--- config.mk ---
export PLATFORM = sky130hd
export DESIGN_NAME = round_robin_task_scheduler_core_flat
export DESIGN_NICKNAME = d
export VERILOG_FILES = /design/src/rtl/rrts_pkg.sv /design/src/rtl/rrts_req_if.sv /design/src/rtl/rrts_res_if.sv /design/src/rtl/round_robin_task_scheduler_core.sv /design/src/rtl/rrts_cell.sv /design/src/flat_wrapper.sv
export SDC_FILE = /design/constraint.sdc
export NUM_CORES = 2
export LEC_CHECK = 0
export ABC_AREA = 1
export BUFFER_PORTS_ARGS = -buffer_cell sky130_fd_sc_hd__buf_2
export CAP_MARGIN = 20
export CORE_UTILIZATION = 50
export DETAILED_ROUTE_END_ITERATION = 8
export PLACE_DENSITY = 0.66
export RECOVER_POWER = 50
export SLEW_MARGIN = 20
export SYNTH_ARGS = -nofsm -noshare
export SYNTH_HDL_FRONTEND = slang
export SYNTH_SLANG_ARGS = --single-unit
--- constraint.sdc ---
create_clock -name clk -period 3 [get_ports clk]
set_input_delay 0.3 -clock clk [delete_from_list [all_inputs] [get_ports clk]]
set_output_delay 0.3 -clock clk [all_outputs]
set_load 0.1 [all_outputs]
--- src/rtl/rrts_pkg.sv ---
`timescale 1ns / 1ps
`default_nettype none
// ---------------------------------------------------------------------------
// Round-robin task scheduler package
// Shared widths, request and status codes, controller states and the
// control word that the controller broadcasts to the row of task cells.
// ---------------------------------------------------------------------------
package rrts_pkg;

	localparam int unsigned SLOT_W = 6;
	localparam int unsigned DATA_W = 32;

	typedef enum logic [1:0] {
		REQ_TICK  = 2'd0,
		REQ_REG   = 2'd1,
		REQ_DELAY = 2'd2,
		REQ_SCHED = 2'd3
	} req_type_t;

	typedef enum logic [1:0] {
		STAT_OK       = 2'd0,
		STAT_FULL     = 2'd1,
		STAT_IDLE_DLY = 2'd2
	} status_t;

	typedef enum logic [1:0] {
		S_IDLE,
		S_TICK,
		S_SEARCH,
		S_DONE
	} state_t;

	typedef struct packed {
		logic              tick_go;
		logic              inject;
		logic [SLOT_W-1:0] start;
		logic              flush;
		logic              wr_en;
		logic [SLOT_W-1:0] wr_slot;
		logic [DATA_W-1:0] wr_value;
		logic              wr_ready;
	} rrts_ctl_t;

endpackage
`default_nettype wire

--- src/rtl/rrts_req_if.sv ---
`timescale 1ns / 1ps
`default_nettype none
// ---------------------------------------------------------------------------
// Scheduler request channel
// Valid/ready channel carrying one request word.
// ---------------------------------------------------------------------------
interface rrts_req_if;
	logic        valid;
	logic        ready;
	logic [1:0]  req_type;
	logic [31:0] delay_ticks;

	modport source (output valid, req_type, delay_ticks, input ready);
	modport sink (input valid, req_type, delay_ticks, output ready);
endinterface
`default_nettype wire

--- src/rtl/rrts_res_if.sv ---
`timescale 1ns / 1ps
`default_nettype none
// ---------------------------------------------------------------------------
// Scheduler result channel
// Valid/ready channel carrying one result word.
// ---------------------------------------------------------------------------
interface rrts_res_if;
	logic        valid;
	logic        ready;
	logic [5:0]  chosen_task;
	logic        switch_needed;
	logic [31:0] ready_bits;
	logic [1:0]  status;

	modport source (output valid, chosen_task, switch_needed, ready_bits, status, input ready);
	modport sink (input valid, chosen_task, switch_needed, ready_bits, status, output ready);
endinterface
`default_nettype wire

--- src/rtl/round_robin_task_scheduler_core.sv ---
`timescale 1ns / 1ps
`default_nettype none
// ---------------------------------------------------------------------------
// Round-robin task scheduler core
// Handles tick, register, delay and schedule requests over a row of task
// cells, giving one result word per request word.
// ---------------------------------------------------------------------------
// One request word is handled at a time and always yields one result word.
// A register request, or a failed delay, passes from acceptance through the
// done state back to idle. A tick passes through the tick state, as the tick token
// walks the row of task cells one cell per cycle. A schedule, or a
// successful delay, passes through the search state, as the search
// token walks from the slot after the last chosen one until it reaches a
// ready task, wrapping to slot 1. A finished result waits in an output
// register, so the next request may be accepted before it is taken.
// ---------------------------------------------------------------------------
module round_robin_task_scheduler_core
	import rrts_pkg::*;
#(
	parameter int unsigned MAX_TASKS = 32
) (
	input  wire logic  clk,
	input  wire logic  arst_n,
	rrts_req_if.sink   req,
	rrts_res_if.source res
);

	localparam int unsigned CNT_W = $clog2(MAX_TASKS + 1);

	state_t            state_q, state_d;
	logic [CNT_W-1:0]  cnt_q;
	logic [SLOT_W-1:0] total_q;
	logic [SLOT_W-1:0] rot_q;
	logic [SLOT_W-1:0] run_q;
	logic              run_vld_q;

	logic [SLOT_W-1:0] res_chosen_q;
	logic              res_sw_q;
	status_t           res_status_q;

	logic              out_vld_q;
	logic [SLOT_W-1:0] out_chosen_q;
	logic              out_sw_q;
	logic [DATA_W-1:0] out_mask_q;
	status_t           out_status_q;

	rrts_ctl_t         ctl;
	logic              acc;
	req_type_t         rtype;
	logic [SLOT_W-1:0] cur_chosen;
	logic [SLOT_W-1:0] nxt_rot;
	logic              table_full;
	logic              res_ld;
	logic [SLOT_W-1:0] res_chosen_d;
	logic              res_sw_d;
	status_t           res_status_d;
	logic              tot_inc;
	logic              pick_en;
	logic [SLOT_W-1:0] pick_idx;
	logic              out_ld;

	logic [MAX_TASKS:1] tick_in, tick_out, tok_in, tok_out, found_w, ready_w;
	logic               wrap_tok;
	logic               any_found;
	logic [SLOT_W-1:0]  found_idx;
	logic [DATA_W-1:0]  mask_w;

	assign acc        = req.valid && req.ready;
	assign rtype      = req_type_t'(req.req_type);
	assign cur_chosen = run_vld_q ? run_q : '0;
	assign nxt_rot    = rot_q + SLOT_W'(1);
	assign table_full = (total_q >= SLOT_W'(MAX_TASKS + 1));

	always_comb begin
		wrap_tok  = 1'b0;
		any_found = 1'b0;
		found_idx = '0;
		mask_w    = '0;
		for (int k = 1; k <= MAX_TASKS; k++) begin
			if (tok_out[k] && (total_q == SLOT_W'(k + 1))) begin
				wrap_tok = 1'b1;
			end
			if (found_w[k]) begin
				any_found = 1'b1;
				found_idx = found_idx | SLOT_W'(k);
			end
			mask_w[k-1] = ready_w[k];
		end
	end

	for (genvar k = 1; k <= MAX_TASKS; k++) begin : g_cell
		if (k == 1) begin : g_head
			assign tick_in[k] = ctl.tick_go;
			assign tok_in[k]  = wrap_tok;
		end else begin : g_body
			assign tick_in[k] = tick_out[k-1];
			assign tok_in[k]  = tok_out[k-1] && (total_q != SLOT_W'(k));
		end

		rrts_cell #(
			.SLOT(k)
		) u_cell (
			.clk     (clk),
			.arst_n  (arst_n),
			.ctl     (ctl),
			.tick_in (tick_in[k]),
			.tick_out(tick_out[k]),
			.tok_in  (tok_in[k]),
			.tok_out (tok_out[k]),
			.found   (found_w[k]),
			.ready   (ready_w[k])
		);
	end

	always_comb begin
		state_d = state_q;
		case (state_q)
			S_IDLE: begin
				if (acc) begin
					case (rtype)
						REQ_TICK:  state_d = S_TICK;
						REQ_REG:   state_d = S_DONE;
						REQ_DELAY: state_d = (!run_vld_q || run_q == '0) ? S_DONE : S_SEARCH;
						REQ_SCHED: state_d = S_SEARCH;
						default:   state_d = S_DONE;
					endcase
				end
			end
			S_TICK: begin
				if (cnt_q == CNT_W'(MAX_TASKS - 1)) begin
					state_d = S_DONE;
				end
			end
			S_SEARCH: begin
				if (res_ld) begin
					state_d = S_DONE;
				end
			end
			S_DONE: begin
				if (!out_vld_q || res.ready) begin
					state_d = S_IDLE;
				end
			end
			default: state_d = S_IDLE;
		endcase
	end

	always_comb begin
		ctl          = '0;
		req.ready    = (state_q == S_IDLE);
		res_ld       = 1'b0;
		res_chosen_d = cur_chosen;
		res_sw_d     = 1'b0;
		res_status_d = STAT_OK;
		tot_inc      = 1'b0;
		pick_en      = 1'b0;
		pick_idx     = '0;
		out_ld       = 1'b0;
		ctl.start    = (nxt_rot >= total_q) ? SLOT_W'(1) : nxt_rot;
		case (state_q)
			S_IDLE: begin
				if (acc) begin
					res_ld = 1'b1;
					case (rtype)
						REQ_REG: begin
							if (table_full) begin
								res_status_d = STAT_FULL;
								res_chosen_d = '0;
							end else begin
								res_chosen_d = total_q;
								tot_inc      = 1'b1;
								ctl.wr_en    = (total_q != '0);
								ctl.wr_slot  = total_q;
								ctl.wr_value = '0;
								ctl.wr_ready = 1'b1;
							end
						end
						REQ_DELAY: begin
							if (!run_vld_q || run_q == '0) begin
								res_status_d = STAT_IDLE_DLY;
							end else begin
								ctl.wr_en    = 1'b1;
								ctl.wr_slot  = run_q;
								ctl.wr_value = req.delay_ticks;
								ctl.wr_ready = 1'b0;
							end
						end
						default: begin
						end
					endcase
				end
			end
			S_TICK: begin
				ctl.tick_go = (cnt_q == '0);
			end
			S_SEARCH: begin
				if (cnt_q == '0 && total_q == '0) begin
					res_ld = 1'b1;
				end else if (cnt_q == '0 && mask_w == '0) begin
					pick_en = 1'b1;
				end else begin
					ctl.inject = (cnt_q == '0);
					if (any_found) begin
						pick_en  = 1'b1;
						pick_idx = found_idx;
					end else if (cnt_q == CNT_W'(MAX_TASKS)) begin
						pick_en   = 1'b1;
						ctl.flush = 1'b1;
					end
				end
				if (pick_en) begin
					res_ld       = 1'b1;
					res_chosen_d = pick_idx;
					res_sw_d     = !run_vld_q || (run_q != pick_idx);
				end
			end
			S_DONE: begin
				out_ld = !out_vld_q || res.ready;
			end
			default: begin
			end
		endcase
	end

	always_ff @(posedge clk or negedge arst_n) begin
		if (!arst_n) begin
			state_q   <= S_IDLE;
			cnt_q     <= '0;
			total_q   <= '0;
			rot_q     <= '0;
			run_q     <= '0;
			run_vld_q <= 1'b0;
			out_vld_q <= 1'b0;
		end else begin
			state_q <= state_d;
			cnt_q   <= (state_d != state_q) ? '0 : cnt_q + CNT_W'(1);
			if (tot_inc) begin
				total_q <= total_q + SLOT_W'(1);
			end
			if (pick_en) begin
				rot_q     <= pick_idx;
				run_q     <= pick_idx;
				run_vld_q <= 1'b1;
			end
			if (out_ld) begin
				out_vld_q <= 1'b1;
			end else if (res.ready) begin
				out_vld_q <= 1'b0;
			end
		end
	end

	always_ff @(posedge clk) begin
		if (res_ld) begin
			res_chosen_q <= res_chosen_d;
			res_sw_q     <= res_sw_d;
			res_status_q <= res_status_d;
		end
		if (out_ld) begin
			out_chosen_q <= res_chosen_q;
			out_sw_q     <= res_sw_q;
			out_mask_q   <= mask_w;
			out_status_q <= res_status_q;
		end
	end

	assign res.valid         = out_vld_q;
	assign res.chosen_task   = out_chosen_q;
	assign res.switch_needed = out_sw_q;
	assign res.ready_bits    = out_mask_q;
	assign res.status        = out_status_q;

endmodule
`default_nettype wire

--- src/rtl/rrts_cell.sv ---
`timescale 1ns / 1ps
`default_nettype none
// ---------------------------------------------------------------------------
// Task cell
// Holds the timeout and ready flag of one task slot. A tick token and a
// search token pass through the row of cells, one cell per cycle.
// ---------------------------------------------------------------------------
module rrts_cell
	import rrts_pkg::*;
#(
	parameter int unsigned SLOT = 1
) (
	input  wire logic      clk,
	input  wire logic      arst_n,
	input  wire rrts_ctl_t ctl,
	input  wire logic      tick_in,
	output logic           tick_out,
	input  wire logic      tok_in,
	output logic           tok_out,
	output logic           found,
	output logic           ready
);

	logic [DATA_W-1:0] timeout_q;
	logic              ready_q;
	logic              tick_q;
	logic              tok_q;
	logic              wr_hit;
	logic              tok_eff;

	assign wr_hit   = ctl.wr_en && (ctl.wr_slot == SLOT_W'(SLOT));
	assign tok_eff  = tok_in || (ctl.inject && (ctl.start == SLOT_W'(SLOT)));
	assign found    = tok_eff && ready_q;
	assign ready    = ready_q;
	assign tick_out = tick_q;
	assign tok_out  = tok_q;

	always_ff @(posedge clk or negedge arst_n) begin
		if (!arst_n) begin
			timeout_q <= '0;
			ready_q   <= 1'b0;
			tick_q    <= 1'b0;
			tok_q     <= 1'b0;
		end else begin
			tick_q <= tick_in;
			tok_q  <= tok_eff && !ready_q && !ctl.flush;
			if (wr_hit) begin
				timeout_q <= ctl.wr_value;
				ready_q   <= ctl.wr_ready;
			end else if (tick_in && (timeout_q != '0)) begin
				timeout_q <= timeout_q - DATA_W'(1);
				if (timeout_q == DATA_W'(1)) begin
					ready_q <= 1'b1;
				end
			end
		end
	end

endmodule
`default_nettype wire

--- src/flat_wrapper.sv ---
// flat-port wrapper written by rule: the top's interface ports become plain ports
module round_robin_task_scheduler_core_flat import rrts_pkg::*;
#(
	parameter int unsigned MAX_TASKS = 32
)
  (clk, arst_n, req_valid, req_req_type, req_delay_ticks, req_ready, res_valid, res_chosen_task, res_switch_needed, res_ready_bits, res_status, res_ready);
  rrts_req_if req_i ();
  rrts_res_if res_i ();
  input  wire logic clk;
  input  wire logic arst_n;
  input wire logic [$bits(req_i.valid)-1:0] req_valid;
  input wire logic [$bits(req_i.req_type)-1:0] req_req_type;
  input wire logic [$bits(req_i.delay_ticks)-1:0] req_delay_ticks;
  output wire logic [$bits(req_i.ready)-1:0] req_ready;
  output wire logic [$bits(res_i.valid)-1:0] res_valid;
  output wire logic [$bits(res_i.chosen_task)-1:0] res_chosen_task;
  output wire logic [$bits(res_i.switch_needed)-1:0] res_switch_needed;
  output wire logic [$bits(res_i.ready_bits)-1:0] res_ready_bits;
  output wire logic [$bits(res_i.status)-1:0] res_status;
  input wire logic [$bits(res_i.ready)-1:0] res_ready;
  assign req_i.valid = req_valid;
  assign req_i.req_type = req_req_type;
  assign req_i.delay_ticks = req_delay_ticks;
  assign req_ready = req_i.ready;
  assign res_valid = res_i.valid;
  assign res_chosen_task = res_i.chosen_task;
  assign res_switch_needed = res_i.switch_needed;
  assign res_ready_bits = res_i.ready_bits;
  assign res_status = res_i.status;
  assign res_i.ready = res_ready;
  round_robin_task_scheduler_core #(.MAX_TASKS(MAX_TASKS)) u_core (.clk(clk), .arst_n(arst_n), .req(req_i), .res(res_i));
endmodule
==> run_results.csv <==
group,metric,value,unit
grt,use_met1,50.7,%
route,wl,280000,um
timing,finalSetupTns,-40.57,ns
grt,met3_usage,7.50,%
timing,fin_ws,-0.619,ns
setup_path,cp-end-kind,"flip-flop",
timing,fmaxAchievable,276,MHz
route,firstDrtPassIters,9,
min_path,min_path_type,"primary input to flip-flop",
setup_path,setup.worst_path.class,"flip-flop to flip-flop",
timing,fin_crit_sh,121,%
timing,fin_crit,3.62,ns
clock_network,clkLatencyLatePin,0.81,ns
layout,final_common_cell,"nand2_1",
synth,yosys_register_bits,1191,
layout,fill_cells,12200,
place,hpwl,197000,um
timing,drv_slew,0,
pwr,power,64100,uW
synth,synth_cells,9308,
synth,synth_ff_type,"dfrtp_1",
grt,busiest_layer,"met2",
place,dpl_cell_area,0.0816,mm^2
place,gp_congestion,0.983,
timing,rsz0062_at_grt,"yes",
setup_path,critPathRequiredTime,3.55,ns
route,ant_nets,0,
floorplanning,core,0.142,mm^2
clock_network,cts_buffers,140,
grt,gr-total-overflow,0,
grt,antenna_found_initial,26,
outcome,violations,"negative setup slack",
grt,grt_max_degree,104,
route,vias_per_cell,5.94,
grt,grt_use_total,37.4,%
outcome,status,"finished, violations left",
grt,gr-usage-met2,56.4,%
synth,async_reset_ff_share,95.8,%
setup_path,slowest_stage,"dfrtp_2",
clock_network,cts-root-buf,"clkbuf_16",
setup_path,critPathMaxFanout,6,
floorplanning,fp-row-count,138,
layout,final_cell_mix,"nand2_1, nor2_1, dfrtp_1",
timing,fin_hold_ws,0.0650,ns
floorplanning,chipWidth,381,um
place,portBuffers,80,
clock_network,cts.sinks,1191,
synth,synth_cell_types,64,
setup_path,max_stage_delay,0.45,ns
synth,yosys_warnings,0,
layout,area_growth,26.4,%
route,avgRoutedWirePerCell,22.9,um
synth,yosysSeqAreaShare,41.8,%
floorplanning,die_area,0.145,mm^2
grt,first_global_vias,68300,
pwr,power_density,704,mW/mm^2
floorplanning,dieHeight,381,um
flow_run,cap_violations,0,
synth,syn_avg_cell_area,7.73,um^2
synth,synth_fp_nets,9428,
clock_network,cts_max_path_buffers,3,
setup_path,start_kind,"flip-flop",
timing,skew,0.0293,ns
floorplanning,start_util,50.6,%
clock_network,htree_num_levels,4,
layout,drive_above_1_share,19.5,%
pwr,leakage,0.0414,uW
clock_network,cts_tree,"yes",
pwr,vdd_drop_max,828,uV
layout,fin_nets,10400,
floorplanning,num_io_pins,81,
setup_path,cp.arrival,4.17,ns
timing,hold_violations,0,
synth,synth_edf_count,50,
synth,syn_area,0.0720,mm^2
timing,setup_viol,241,
route,drc,0,
layout,finish.instance_area,0.0910,mm^2
route,first_iter_violations,8514,
clock_network,clkTransAtPathRegs,0.06,ns
grt,grt_pass1_wl,415000,um
route,via_count,72800,
timing,slew_headroom,12.5,%
timing,worst_pin_slew,1.31,ns
[path summary, 6_finish.rpt]
path	from	endpoint	slack, ns	depth (start not counted)
min in group asynchronous	arst_n	u_core.res.valid	0.83	3
max reg2reg	u_core.rot_q[1]	u_core.res_chosen_q[2]	-0.62	25
min reg2reg	u_core.g_cell[10].u_cell.tick_out	u_core.g_cell[11].u_cell.tick_out	0.40	0
max in group asynchronous	arst_n	u_core.g_cell[11].u_cell.timeout_q[18]	-0.01	6
min	req_delay_ticks[9]	u_core.g_cell[31].u_cell.timeout_q[9]	0.07	4
max	u_core.rot_q[1]	u_core.res_chosen_q[2]	-0.62	25
[synthesized netlist by cell type (9+ instances only)]
master / count / area [um^2]
o21ai_1: 26 / 130
buf_2: 103 / 515
xnor2_1: 201 / 1760
inv_2: 59 / 221
a221o_1: 11 / 110
o211ai_1: 251 / 1880
o311ai_1: 9 / 78.8
nor3_1: 227 / 1140
o311ai_0: 48 / 420
xor2_1: 496 / 4340
o22ai_1: 59 / 369
nor2_4: 14 / 158
a221oi_1: 42 / 368
nand3b_1: 24 / 180
nor2_1: 1303 / 4890
clkbuf_1: 232 / 871
o21ai_0: 408 / 2040
inv_1: 1154 / 4330
nand2_1: 1893 / 7110
nor3_2: 12 / 120
or2_2: 20 / 125
ha_1: 82 / 1030
nand2_2: 18 / 113
edfxtp_1: 50 / 1500
a22oi_1: 10 / 75.1
nand4_1: 176 / 1100
a31oi_1: 12 / 75.1
nand3_1: 398 / 1990
nor4_1: 114 / 713
buf_1: 12 / 45.0
dfrtp_1: 1141 / 28600
o221ai_1: 501 / 4390
a21oi_1: 121 / 606
[worst max-delay path, delay by kind of cell (launching register included)]
kind / cells / cell delay (ns)
buf+inv: 3 / 0.45
fa+ha+maj: 2 / 0.41
simple gates: 18 / 1.81
xor+xnor: 1 / 0.17
compound gates: 1 / 0.06
flops: 1 / 0.45
[registers in the layout, summed over array words and instances (netlist names)]
name                            cells
u_core.res_sw_q                     1
u_core.res.switch_needed            1
u_core.res.status                   2
u_core.res.valid                    1
u_core.total_q                      6
u_core.rot_q                        6
u_core.g_cell.u_cell.ready         32
u_core.g_cell.u_cell.tick_out      31
u_core.res.ready_bits              32
u_core.state_q                      2
u_core.g_cell.u_cell.tok_out       32
u_core.res_status_q                 2
u_core.res.chosen_task              6
u_core.cnt_q                        6
u_core.g_cell.u_cell.timeout_q   1024
u_core.res_chosen_q                 6
u_core.run_vld_q                    1
[layer usage]
metal | up-vias | wire length, um | share of wire (%)
li1 | 33200 | - | -
met1 | 35300 | 114000 | 41
met2 | 3517 | 122000 | 43
met3 | 750 | 27300 | 9.7
met4 | 6 | 16900 | 6.0
met5 | - | 44 | 0.016
[cell families after synthesis]
kind of cell,count (synthesis),synth area share [%]
simple gates,4237,24.9
buf+inv,1576,8.45
xor+xnor,697,8.48
compound gates,1525,15.0
fa+ha+maj,82,1.43
flops,1191,41.8
[through the flow]
| step | cells | utilization [%] | setup slack [ns] |
|---|---|---|---|
| floorplan | 9308 | - | -0.168 |
| global placement | 11800 | 57.4 | -0.716 |
| detailed placement | 11800 | 57.4 | -0.724 |
| CTS | 12200 | 62.2 | -0.583 |
| global route | 12200 | 64.0 | -0.790 |
| finish | 12200 | 64.0 | -0.619 |
[power by group]
| part | internal (uW) | switching, uW | leakage, uW | total [uW] |
|---|---|---|---|---|
| Clock | 10800 | 7410 | 0.00240 | 18200 |
| Sequential | 19400 | 3440 | 0.0150 | 22800 |
| Combinational | 9060 | 13900 | 0.0239 | 23000 |
| Total | 39300 | 24800 | 0.0414 | 64100 |
[timing repair]
action	4_1_cts	5_1_grt
hold endpoints to repair	754	0
cloned	11	8
setup endpoints to repair	1058	876
pin swaps	47	137
buffers inserted	75	61
hold buffers	10	0
resized for setup	312	609
[area by class of cell]
class	count	area (um^2)	area share, %
inverter	1220	4800	5.28
antenna	14	35.0	0.0385
tap	1890	2360	2.60
multi-input combinational	6544	38800	42.6
clock buffer	200	4090	4.50
timing repair inverter	7	53.8	0.0591
clock inverter	53	764	0.840
timing repair buffer	1128	10000	11.0
sequential	1191	30100	33.0
(Power assumes the default switching activity.)
